--- config.mk ---
export PLATFORM = sky130hd
export DESIGN_NAME = ilt_match
export DESIGN_NICKNAME = d
export VERILOG_FILES = /design/src/ilt_pkg.sv /design/src/ilt_match.sv
export SDC_FILE = /design/constraint.sdc
export NUM_CORES = 1
export LEC_CHECK = 0
export ABC_AREA = 0
export BUFFER_PORTS_ARGS = -buffer_cell sky130_fd_sc_hd__buf_2
export CAP_MARGIN = 20
export CORE_AREA = 2 2 64 66
export DETAILED_ROUTE_END_ITERATION = 10
export DIE_AREA = 0 0 66 68
export PLACE_DENSITY = 0.74
export SLEW_MARGIN = 5
export SYNTH_ARGS = -nofsm -noshare
export SYNTH_HDL_FRONTEND = slang
export SYNTH_SLANG_ARGS = --single-unit
--- constraint.sdc ---
create_clock -name vclk -period 1.61
set_clock_uncertainty 0.15 [all_clocks]
set_input_delay 0.161 -clock vclk [all_inputs]
set_output_delay 0.161 -clock vclk [all_outputs]
set_load 0.01 [all_outputs]
--- src/ilt_pkg.sv ---
// Shared types and constants of the IP lease table.
`timescale 1ns / 1ps

package ilt_pkg;

	localparam int unsigned HW_W  = 48;
	localparam int unsigned IP_W  = 32;
	localparam int unsigned ST_W  = 3;
	localparam int unsigned CFG_W = 32;

	// Command codes
	localparam logic CMD_ALLOCATE = 1'b0;
	localparam logic CMD_RELEASE  = 1'b1;

	// Status codes
	localparam logic [ST_W-1:0] STATUS_EXISTING  = 3'd0;
	localparam logic [ST_W-1:0] STATUS_NEW       = 3'd1;
	localparam logic [ST_W-1:0] STATUS_FULL      = 3'd2;
	localparam logic [ST_W-1:0] STATUS_RELEASED  = 3'd3;
	localparam logic [ST_W-1:0] STATUS_NOT_FOUND = 3'd4;

	// Configuration register indexes
	localparam logic REG_POOL_FIRST = 1'b0;
	localparam logic REG_POOL_LAST  = 1'b1;

	// Register reset values (192.168.1.100 and 192.168.1.200)
	localparam logic [IP_W-1:0] POOL_FIRST_RST = 32'hC0A8_0164;
	localparam logic [IP_W-1:0] POOL_LAST_RST  = 32'hC0A8_01C8;

	typedef struct packed {
		logic            command;
		logic [HW_W-1:0] hw_address;
		logic [IP_W-1:0] release_ip;
	} cmd_t;

	typedef struct packed {
		logic [IP_W-1:0] assigned_ip;
		logic [ST_W-1:0] status;
	} rsp_t;

	typedef struct packed {
		logic [HW_W-1:0] hw;
		logic [IP_W-1:0] ip;
	} entry_t;

endpackage

--- src/ilt_match.sv ---
// Shared key compare: hardware address for allocate, IPv4 address for release.
`timescale 1ns / 1ps

module ilt_match
	import ilt_pkg::*;
(
	input  logic   command,
	input  cmd_t   item,
	input  entry_t entry,
	output logic   hit
);

	always_comb begin
		case (command)
			CMD_ALLOCATE: hit = (entry.hw == item.hw_address);
			CMD_RELEASE:  hit = (entry.ip == item.release_ip);
			default:      hit = 1'b0;
		endcase
	end

endmodule

* Word-level counts from Yosys, hierarchy flattened
Cells that the tools add are included.
Cells by class: bitwise operators 1, equality and inequality tests 2, multiplexer cells 1
Operator list (count):
- 48-bit equality test | 1
- 32-bit equality test | 1
- 1-bit one-hot mux with 2 select lines | 1
- 1-bit inverter | 1
Word-level totals: bits of input ports 162, logic and storage cells 4, register bits after elaboration 0

* Logic depth before layout (Yosys ltp)
depth in word-level cells 2, depth in mapped cells 5

* Least setup slack after synthesis
OpenSTA, ideal clock, no wires.
kind input to output, from input item[20] in the netlist's numbering, to output hit, arrival time 1.121 ns, setup slack 0.178 ns, stages 5, path buffers 0, cell sequence xor2_1 -> nor4_1 -> nand4_1 -> or3_1 -> o21ai_2
On the way: longest elaborated chain between the ends 2
RTL lines:
- from (decl) | line ilt_match.sv:8 | input cmd_t item,
- 32-bit equality test | line ilt_match.sv:16 | CMD_RELEASE: hit = (entry.ip == item.release_ip);
- 1-bit one-hot mux with 2 select lines | line ilt_match.sv:14 | case (command)
- to (decl) | line ilt_match.sv:10 | output logic hit
No other way between the ends.

* Worst setup path after layout
from input item[22] in the netlist's numbering, to output hit
The elaborated chain is that of the path after synthesis.

==> flow_summary.json <==
{
  "status": "complete, but fails checks",
  "violations": "negative setup slack",
  "start_util_pct": 23.26,
  "dp_worst_setup_slack_ns": -0.2319,
  "drt-total-wl_um": 3520,
  "hold_violations": 0,
  "fin_nets": 442,
  "holdWs_ns": 0.5914,
  "crit_arrival_ns": 1.45,
  "synth_top_family_by_area": "XOR/XNOR gates",
  "drtIter0Drc": 20,
  "max_slew.worst_pin.slew_ns": 0.3186,
  "post_cts_buffers": 0,
  "seq_area_um2": 0,
  "setup_viol": 1,
  "p_sw_w": 0.0001600,
  "hpwl_um": 3292,
  "fin_crit_ns": 1.766,
  "min_path_type": "primary input to output pin",
  "ys_top_cells_by_area": "xor2_1 40%, xnor2_1 31%, nor4_1 9.1%",
  "dr.pass1.iters": 4,
  "drive_gt1_share_pct": 59.71,
  "syn_area_um2": 897.1,
  "final_util_pct": 46.76,
  "place.port_buffers": 162,
  "finalInstanceArea_um2": 1803,
  "drc": 0,
  "die_w_um": 66,
  "synth_top_area_cell": "xor2_1",
  "antenna_found_initial": 0,
  "gp_congestion": 0.6932,
  "synth_fa_ha_area_share_pct": 0,
  "nClkBuffers": 0,
  "fin_crit_sh_pct": 109.7,
  "synth_top_area_share_pct": 40.03,
  "die_h_um": 68,
  "pwr-share-comb_pct": 100.0,
  "synth.area.mux_share_pct": 0,
  "rsz0062_at_grt": "yes",
  "synth_nets": 277,
  "placed_cells": 328,
  "detail_route.vias_per_cell": 4.320,
  "dieArea_um2": 4488,
  "max_freq_mhz": 566.4,
  "postCtsHoldBufs": 0,
  "slew_viol_final": 0,
  "final_cell_mix": "160 x buf_2, 41 x xor2_1, 32 x xnor2_1",
  "p_int_w": 0.0002546,
  "crit_path_end_kind": "output pin",
  "p_clk_share_pct": 0,
  "grt_max_degree": 3,
  "final_antenna_net_count": 0,
  "path_class": "primary input to output pin",
  "synthCells": 115,
  "grt.total_usage_pct": 12.29,
  "synth.avg_cell_area_um2": 7.801,
  "area_growth_pct": 101.0,
  "grt_pass1_vias": 1234,
  "insertedDiodeCount": 0,
  "ir_drop_v": 0.0001054,
  "maxCapViolations": 0,
  "synth-compound-area-share_pct": 7.531,
  "p_seq_share_pct": 0,
  "vias": 1417,
  "rows": 23,
  "critPathRequiredTime_ns": 1.30,
  "synthDistinctLibCells": 14,
  "grt_pass1_wl_um": 4485,
  "p_per_area_nw_per_um2": 229.9,
  "ys_seq_area_share_pct": 0,
  "ios": 163,
  "design.seq.count": 0,
  "mostFrequentLayoutCell": "buf_2",
  "setup_slack_ns": -0.1557,
  "crit_path_start_kind": "primary input",
  "layout.cells.non_filler": 328,
  "ys_warn_count": 0,
  "synthXorXnorAreaFrac_pct": 71.27,
  "core_um2": 3856,
  "slew_headroom_pct": 78.56,
  "overflow": 0,
  "synth-simple-area-share_pct": 18.27,
  "wire_per_inst_um": 10.73,
  "sw_frac_of_total_pct": 38.59,
  "p_leak_nw": 0.9551,
  "critPathMaxFanout": 1,
  "dpl-instance-area_um2": 1778
}
## cells by family (layout without fill, tap and decap cells)
kind of cell	Yosys count	in the layout
AOI/OAI and AO/OA	8	8
buffers and inverters	7	170
and+or+nand+nor	27	27
xor gates and xnor gates	73	73
## stage by stage
stage / total power, W / setup TNS [ns]
2_1_floorplan: 0.0001636 / 0
4_1_cts: 0.0004155 / -0.1443
6_report: 0.0004145 / -0.1557
5_1_grt: 0.0004546 / -0.2612
3_5_place_dp: 0.0004082 / -0.2319
3_3_place_gp: 0.0003989 / -0.1362
## final timing paths
| check | from | to | slack (ns) | depth (start not counted) |
|---|---|---|---|---|
| worst min-delay path | command | hit | 0.59 | 5 |
| worst max-delay path | item[22] | hit | -0.16 | 7 |
## worst max-delay path, stage by stage
cell and delay, ns:
buf_2 0.11, xor2_1 0.17, nor4_2 0.30, nand3_1 0.11, or3_1 0.39, o21ai_2 0.06, buf_2 0.14
## layer usage
layer	wire [um]	global-route usage (%)	up-vias	share of wire (%)
met4	0	0	0	0
met1	1099	11.52	587	31
met5	0	0	-	0
li1	-	-	732	-
met2	1938	28.54	98	55
met3	482	1.974	0	14
## power by group through the flow
stage	Combinational [W]	Clock [W]	Sequential, W
after floorplan	0.000164	0	0
after global placement	0.000399	0	0
after detailed placement	0.000408	0	0
after CTS	0.000416	0	0
after global routing	0.000455	0	0
final	0.000415	0	0
## cell type report
class / count / area, um2
Tap cell: 50 / 62.56
Timing Repair Buffer: 163 / 830.8
Inverter: 7 / 26.28
Multi-Input combinational cell: 108 / 883.3
Fill cell: 404 / 2053
## Yosys cell counts, drive strengths merged
cell type	number
nor3	1
o21ai	2
nand4	9
o221ai	2
xnor2	32
a22o	1
nand3	3
inv	7
or3	1
a222oi	1
o2bb2ai	2
xor2	41
nor4	13
## repair_timing
item / in CTS / in global routing
resized for setup: 3 / 1
pin swaps: 6 / 1
endpoints found under the setup margin: 1 / 1
Note: power is estimated with default switching activity, not from simulation.
