===== src/ilt_ram.sv =====
// Generic single-write, single-read RAM with registered read data.
`timescale 1ns / 1ps

module ilt_ram #(
	parameter int unsigned WIDTH = 8,
	parameter int unsigned DEPTH = 64
) (
	input  logic                                           clk,
	input  logic                                           we,
	input  logic [((DEPTH > 1) ? $clog2(DEPTH) : 1)-1:0]   waddr,
	input  logic [WIDTH-1:0]                               wdata,
	input  logic                                           re,
	input  logic [((DEPTH > 1) ? $clog2(DEPTH) : 1)-1:0]   raddr,
	output logic [WIDTH-1:0]                               rdata
);

	logic [WIDTH-1:0] mem_q [DEPTH];

	always_ff @(posedge clk) begin
		if (we) begin
			mem_q[waddr] <= wdata;
		end
		if (re) begin
			rdata <= mem_q[raddr];
		end
	end

endmodule


===== config.mk =====
export PLATFORM = sky130hd
export DESIGN_NAME = ilt_ram
export DESIGN_NICKNAME = d
export VERILOG_FILES = /design/src/ilt_ram.sv
export SDC_FILE = /design/constraint.sdc
export NUM_CORES = 1
export LEC_CHECK = 0
export ABC_CLOCK_PERIOD_IN_PS = 3400
export BUFFER_PORTS_ARGS = -buffer_cell sky130_fd_sc_hd__buf_2
export CORE_MARGIN = 2
export CORE_UTILIZATION = 40
export CTS_BUF_LIST = sky130_fd_sc_hd__clkbuf_8
export CTS_CLUSTER_SIZE = 30
export DETAILED_ROUTE_END_ITERATION = 6
export PLACE_DENSITY_LB_ADDON = 0.15
export RECOVER_POWER = 100
export REMOVE_ABC_BUFFERS = 1
export SLEW_MARGIN = 25
export SYNTH_ARGS = -nofsm -noshare
export SYNTH_HDL_FRONTEND = slang
export SYNTH_SLANG_ARGS = --single-unit

===== constraint.sdc =====
create_clock -name clk -period 3.4 [get_ports clk]
set_clock_uncertainty 0.2 [all_clocks]
set_input_delay 0.68 -clock clk [delete_from_list [all_inputs] [get_ports clk]]
set_output_delay 0.68 -clock clk [all_outputs]
set_load 0.02 [all_outputs]

* Yosys cells after proc, flatten, opt, wreduce, memory -nomap -nowiden
Memories as Yosys holds them, arrays and structs flattened. A register that Yosys moved wholly into a read port is not among the register bits.
Index checks and enable logic that the tools add are counted.
** Word-level totals
- Register bits after elaboration :: 0
- RAM bits :: 512
- Output and inout port bits :: 8
- Memories :: 1
** Memories
- mem_q :: words 64, bits a word 8, read ports 1, clocked after memory_dff 1, wr ports 1, RTL line 17 : logic [WIDTH-1:0] mem_q [DEPTH];
** Operators by class
- Muxes and demuxes :: 2
** Operators with widths (count)
- 1-bit two-way mux :: 2

* Logic depth before layout (Yosys ltp)
Gate-level depths: netlist (run 1).
- Depth after elaboration :: 2
- Mapped depth :: 9

* Least setup slack after synthesis (run 1)
No wires, ideal clock.
- Path kind :: input -> register
- Start :: input raddr[1] (netlist bit)
- End :: register rdata[3], read port of mem_q, data pin
- Library setup time :: 266 ps
- Arrival :: 2220 ps
- Required time :: 2934 ps
- Path slack :: 714 ps
- Stages :: 7
- Path buffers :: 3
- Path through :: buf_4 buf_2 buf_2 mux4_2 mux4_2 o21ai_1 o41ai_1
** RTL lines
- start: declaration :: RTL line 13 : input logic [((DEPTH > 1) ? $clog2(DEPTH) : 1)-1:0] raddr,
- end: declaration :: RTL line 14 : output logic [WIDTH-1:0] rdata

* Worst setup path in the final report (run 1)
- Start :: input wdata[3]
- End :: memory mem_q[39][3], data pin
** RTL lines
- start: declaration :: RTL line 11 : input logic [WIDTH-1:0] wdata,
- end: declaration :: RTL line 17
No word-level cell before the write port.

==> metrics, run 1 <==
Yosys top cell by area edfxtp_1; Synth area leaders edfxtp_1 77%, mux4_2 14%, nor2_1 1.5%; drt drc 0; post-route antenna net violation count 0; worst reg2reg setup slack about 0.93 ns; Total Power 12.65 mW; most frequent CP cell clkbuf_1; Fillers 4334; Final nets 1143; post-synthesis average cell area 21.54 sq um; list of most frequent post-synthesis cells 520 x edfxtp_1, 126 x mux4_2, 83 x nor2_1, 23 x mux2i_1, 19 x nand2_1; synth warn 0; post-CTS sizing 0; final hold slack approximately 0.34 ns; GR Overflow Total 0; die width 229.0 um; WP buf/inv 2; outcome finished, violations left; DRT Pass-1 Iters 5; num rows between 80 and 90; die area around 52000 sq um; Worst EP arrival 2.85 ns; routed via count between 10000 and 15000; Top delay family on crit path buffers and inverters; fraction of registers with async set/reset 0; worst slew pin tran 2.527 ns; Reg clk slew, reported paths around 0.06 ns; largest net degree at the start of global routing 65; post-layout util 0.4600; Crit Path Category in2reg; crit path max-delay cell type clkbuf_1; Layout area overhead 13.75%; flops & latches, synth 520; postcts setup bufs 0; clk root buf clkbuf_8; Synth cell types 39; post-synth top area share 0.7712; Max Transition Viols Final 133; Cell Chain, Critical Path clkbuf_1, clkbuf_1; Final setup viols 0; Ports 31; WL/cell around 26 um; Pwr Density 549.1 nW/um^2; setup_tns 0 ns; RD Place Congestion 0.7618; period utilization 0.8618; CP required 3.32 ns; initial antenna violation count 1; first-pass GRT wire length 71740 um; CTS Buffer Depth 3; startpoint types primary input; fmax 0.3413 GHz; HP Class in2reg; gr usage total 0.1897; layout cells sized above 1 0.2439; CORE AREA roughly 50000 sq um; chip height between 200 and 250 um; Slowest Stage Delay on Critical Path 1.59 ns; CP max FO 48; fin crit period 2.930 ns; Peak VDD IR 0.2531 mV; Port Buffers 30; Post-synth top flop edfxtp_1; vias in the first global route between 10000 and 15000; DP Wirelength 30680 um; unrepaired setup endpoints after global routing false; initial DRC count 918; Worst slew margin -0.6846; Max-Cap Viols 3; Inserted Clock Buffers 85; final hold vios 0; Leakage 7.179 nW; CTS tree done; sequential fraction of the synthesis area 0.7712; Mapped Area approximately 20000 sq um; CTS sink count 520; Initial Util 0.4044; EDFF count, synth 520; kind of end point of the critical path register; Syn Inst Count 940; htree depth 3; most frequent cell after synthesis edfxtp_1; Routed WL 48400 um; CTS Hold Buffers Added 0; Skew-Pair Late Insertion Delay 0.65 ns; failing checks max-capacitance violations, max-slew violations; routed vias/inst roughly 5.4
[kinds of logic after synthesis]
family | after synthesis | synth area share
flops | 520 | 0.7712
mux | 162 | 0.1588
simple gates | 153 | 0.03374
compound gates | 54 | 0.02064
buf+inv | 51 | 0.01563
[power breakdown]
| group | internal (mW) | total, mW | switching [mW] |
|---|---|---|---|
| logic | 0.259 | 0.686 | 0.427 |
| clock network | 2.44 | 4.82 | 2.38 |
| registers | 7.12 | 7.14 | 0.0184 |
[cell type report]
| class | count | area, sq um | share of cell area |
|---|---|---|---|
| Timing Repair Buffer | 144 | 778.2 | 0.03379 |
| Clock inverter | 61 | 280.3 | 0.01217 |
| Multi-Input combinational cell | 369 | 4317 | 0.1874 |
| Clock buffer | 87 | 1197 | 0.05199 |
| Tap cell | 672 | 840.8 | 0.03651 |
| Sequential cell | 520 | 15620 | 0.6780 |
| Antenna cell | 1 | 2.502 | 0.0001087 |
[stage by stage]
| stage | area [sq um] | cells | setup slack, ns |
|---|---|---|---|
| 6_report | 23030 | 1854 | 0.4698 |
| 5_1_grt | 23030 | 1854 | 0.2624 |
| 4_1_cts | 23340 | 1853 | 0.5015 |
| 3_5_place_dp | 21870 | 1705 | -0.2073 |
| 3_3_place_gp | 21870 | 1705 | -0.4409 |
| 2_1_floorplan | 19930 | 889 | 1.019 |
[state kept, by name, indices dropped and copies added, names as in the netlist]
signal	cells
mem_q	512
rdata	8
[cells in the final DEF (no fill, tap or decap), types with 13 or more instances in the layout]
| master | instances |
|---|---|
| clkbuf_1 | 95 |
| clkbuf_8 | 88 |
| mux2_2 | 13 |
| edfxtp_1 | 520 |
| nor2b_1 | 14 |
| buf_4 | 31 |
| nor2_1 | 83 |
| inv_1 | 26 |
| nand2_1 | 19 |
| clkinv_1 | 24 |
| mux2i_1 | 23 |
| mux4_2 | 126 |
| nand3_1 | 13 |
[final timing paths]
kind,start,end,cells past startpoint
max,wdata[3],mem_q[39][3],2
min,re,rdata[4],1
min reg2reg,mem_q[30][6],rdata[6],3
max reg2reg,mem_q[2][5],rdata[5],5
[routing by layer]
metal | vias to the layer above | wire, um | GRT usage
met5 | - | 0 | 0
met4 | 0 | 1358 | 0.07102
met3 | 88 | 2545 | 0.03660
met2 | 288 | 23260 | 0.3028
met1 | 5349 | 21230 | 0.2603
li1 | 4312 | - | -
Power figures use the tool's default switching activity.
==> run 2: changes to the inputs <==
CTS_BUF_LIST = sky130_fd_sc_hd__clkbuf_16   (was sky130_fd_sc_hd__clkbuf_8)
SKIP_CTS_REPAIR_TIMING = 1   (was default)
SKIP_LAST_GASP = 1   (was default)
==> run 2 against run 1 <==
Net effect:
- the flow still finishes with violations (max-capacitance violations, max-slew violations)
- wire length is 0.86% lower
- fmax is 0.92% lower
- design area grew 1.2%
- global-route usage fell by 0.14 points
- register-to-register slack improved by 0.04 ns
- sequential share of layout area fell by 0.78 points
- hold slack improved by 0.044 ns
- count of clock-buffer cells in the layout fell by 32
- final cell count is 2.7% lower
- flip-flop and latch count stayed put
- largest power group unchanged
- non-clock buffer count unchanged
- first-iteration DRC count is 14% higher
==> metrics, run 2 (synthesis gave the netlist of run 1 again) <==
FF-to-FF End rdata[5]; GR Overflow Total 0 (unchanged); Cell Chain, Critical Path clkbuf_8, clkbuf_2, mux4_2, mux4_2, o21ai_1, o41ai_1; Final nets 1112 (-2.7%); unrepaired setup endpoints after global routing false; most frequent CP cell mux4_2; initial DRC count 1049 (+14%); CTS Buffer Depth 3 (unchanged); Initial Util 0.4044 (unchanged); CTS sink count 520 (unchanged); worst reg2reg setup slack 0.97 ns (+0.04 ns); fin crit period 2.958 ns (+0.02733 ns); failing checks max-capacitance violations, max-slew violations; crit path max-delay cell type mux4_2; clk root buf clkbuf_16; setup_tns 0 ns (unchanged); most common cell after layout, fill and taps aside edfxtp_1; Crit Path Category in2reg; routed via count 9830 (-2.1%); Routed WL 47980 um (-0.86%); layout cells sized above 1 0.2323 (-0.01153); WL/cell 26.60 um (+1.9%); DP Wirelength 30680 um (unchanged); Pwr Density 586.6 nW/um^2 (+6.8%); Sw Share 0.2086 (-0.01505); largest net degree at the start of global routing 65 (unchanged); DRT met1 WL 20990 um (-1.1%); period utilization 0.8699 (+0.008039); RD Place Congestion 0.7618 (unchanged); Inserted Diodes 0 (-1); startpoint types primary input; detailed-routed wire length on met2 23310 um (+0.21%); Max Transition Viols Final 84 (-37%); die area 52430 sq um (unchanged); num rows 82 (unchanged); post-layout util 0.4654 (+0.005373); DR top layer met5; Peak VDD IR 0.3847 mV (+52%); critical path startpoint raddr[0]; CP required 3.52 ns (+0.20 ns); commonest cells after routing, fill and taps aside 520 x edfxtp_1, 126 x mux4_2, 93 x clkbuf_1, 83 x nor2_1, 55 x clkbuf_16; htree depth 2 (-1); met3 wire length 2369 um (-6.9%); HP Class in2reg; Inserted Clock Buffers 54 (-36%); fmax 0.3381 GHz (-0.92%); hold path depth 1 (unchanged); final hold vios 0 (unchanged); Biggest register mem_q; Cell Int Power 10.82 mW (+10%); chip height 229.0 um (unchanged); initial antenna violation count 1 (unchanged); Worst EP arrival 3.08 ns (+0.23 ns); Final setup viols 0 (unchanged); post-route antenna net violation count 0 (unchanged); R2R cell count 5 (unchanged); routed vias/inst 5.449 (+0.65%); first-pass GRT wire length 71530 um (-0.30%); Clock power frac 0.428 (+0.047); kind of end point of the critical path register; Port Buffers 30 (unchanged); Leakage 7.226 nW (+0.66%); biggest regs mem_q (512), rdata (8); Slowest Stage Delay on Critical Path 0.60 ns (-0.99 ns); NetSw 2.851 mW (+0.81%); min-delay src re; combinational share of power 0.050 (-0.004); worst slew pin tran 2.478 ns (-0.04891 ns); outcome finished, violations left; die width 229.0 um (unchanged); vias in the first global route 10380 (-2.1%); CTS tree done; Flop pwr share 0.522 (-0.042); Layout area overhead 15.08%; DRT Pass-1 Iters 5 (unchanged); Worst slew margin -0.6520 (+0.03261); Hold Path Sink rdata[4]; Max-Cap Viols 2 (-1); max reg flops 512 (unchanged); gr usage total 0.1883 (-0.001362); CP max FO 21 (-56%); CORE AREA 50070 sq um (unchanged); drt drc 0 (unchanged); R2R Path Start mem_q[0][5]; Ports 31 (unchanged); Skew-Pair Late Insertion Delay 0.60 ns (-0.05 ns); Reg clk slew, reported paths 0.06 ns (about the same); Total Power 13.67 mW (+8.1%)
## run 2: worst max path at each step
stage,endpoint,slack [ns]
after detailed placement,rdata[5],-0.21
after floorplan,rdata[4],1.02
after global placement,rdata[5],-0.44
final,rdata[5],0.44
after global routing,rdata[5],0.32
after CTS,rdata[5],0.42
## run 2: final cells by class
class | instances | area, sq um
fillers | 4298 | 26770
flip-flops and latches | 520 | 15620
multi-input cells | 369 | 4317
repair buffers | 144 | 778.2
well taps | 672 | 840.8
clock buffers | 55 | 1376
clock inverters | 44 | 372.9
## run 2: metal layers
metal | vias to the layer above | global-route usage
li1 | 4241 | -
met1 | 5244 | 0.2629
met2 | 270 | 0.3043
met3 | 73 | 0.02988
met4 | 2 | 0.06270
met5 | - | 0
## run 2: metrics by stage
stage,hold slack (ns),instance area [sq um],setup WS [ns],cells
floorplan,0.5789,19930,1.019,889
global placement,0.6852,21870,-0.4409,1705
detailed placement,0.6880,21870,-0.2073,1705
CTS,0.2272,23620,0.4184,1804
global route,0.3987,23300,0.3164,1804
finish,0.3831,23300,0.4424,1804
## run 2: critical path: cells and delay by family
family	cells	cell delay, ns
buffers and inverters	2	0.77
AOI/OAI and AO/OA	2	0.50
muxes	2	1.09
## run 2: power by group through the flow
stage	Clock [mW]	Sequential [mW]	Combinational [mW]
final	5.85	7.13	0.684
after global routing	6.23	7.13	0.738
after CTS	5.98	7.13	0.716
after detailed placement	0	7.26	0.715
after global placement	0	7.26	0.708
after floorplan	0	7.27	0.275
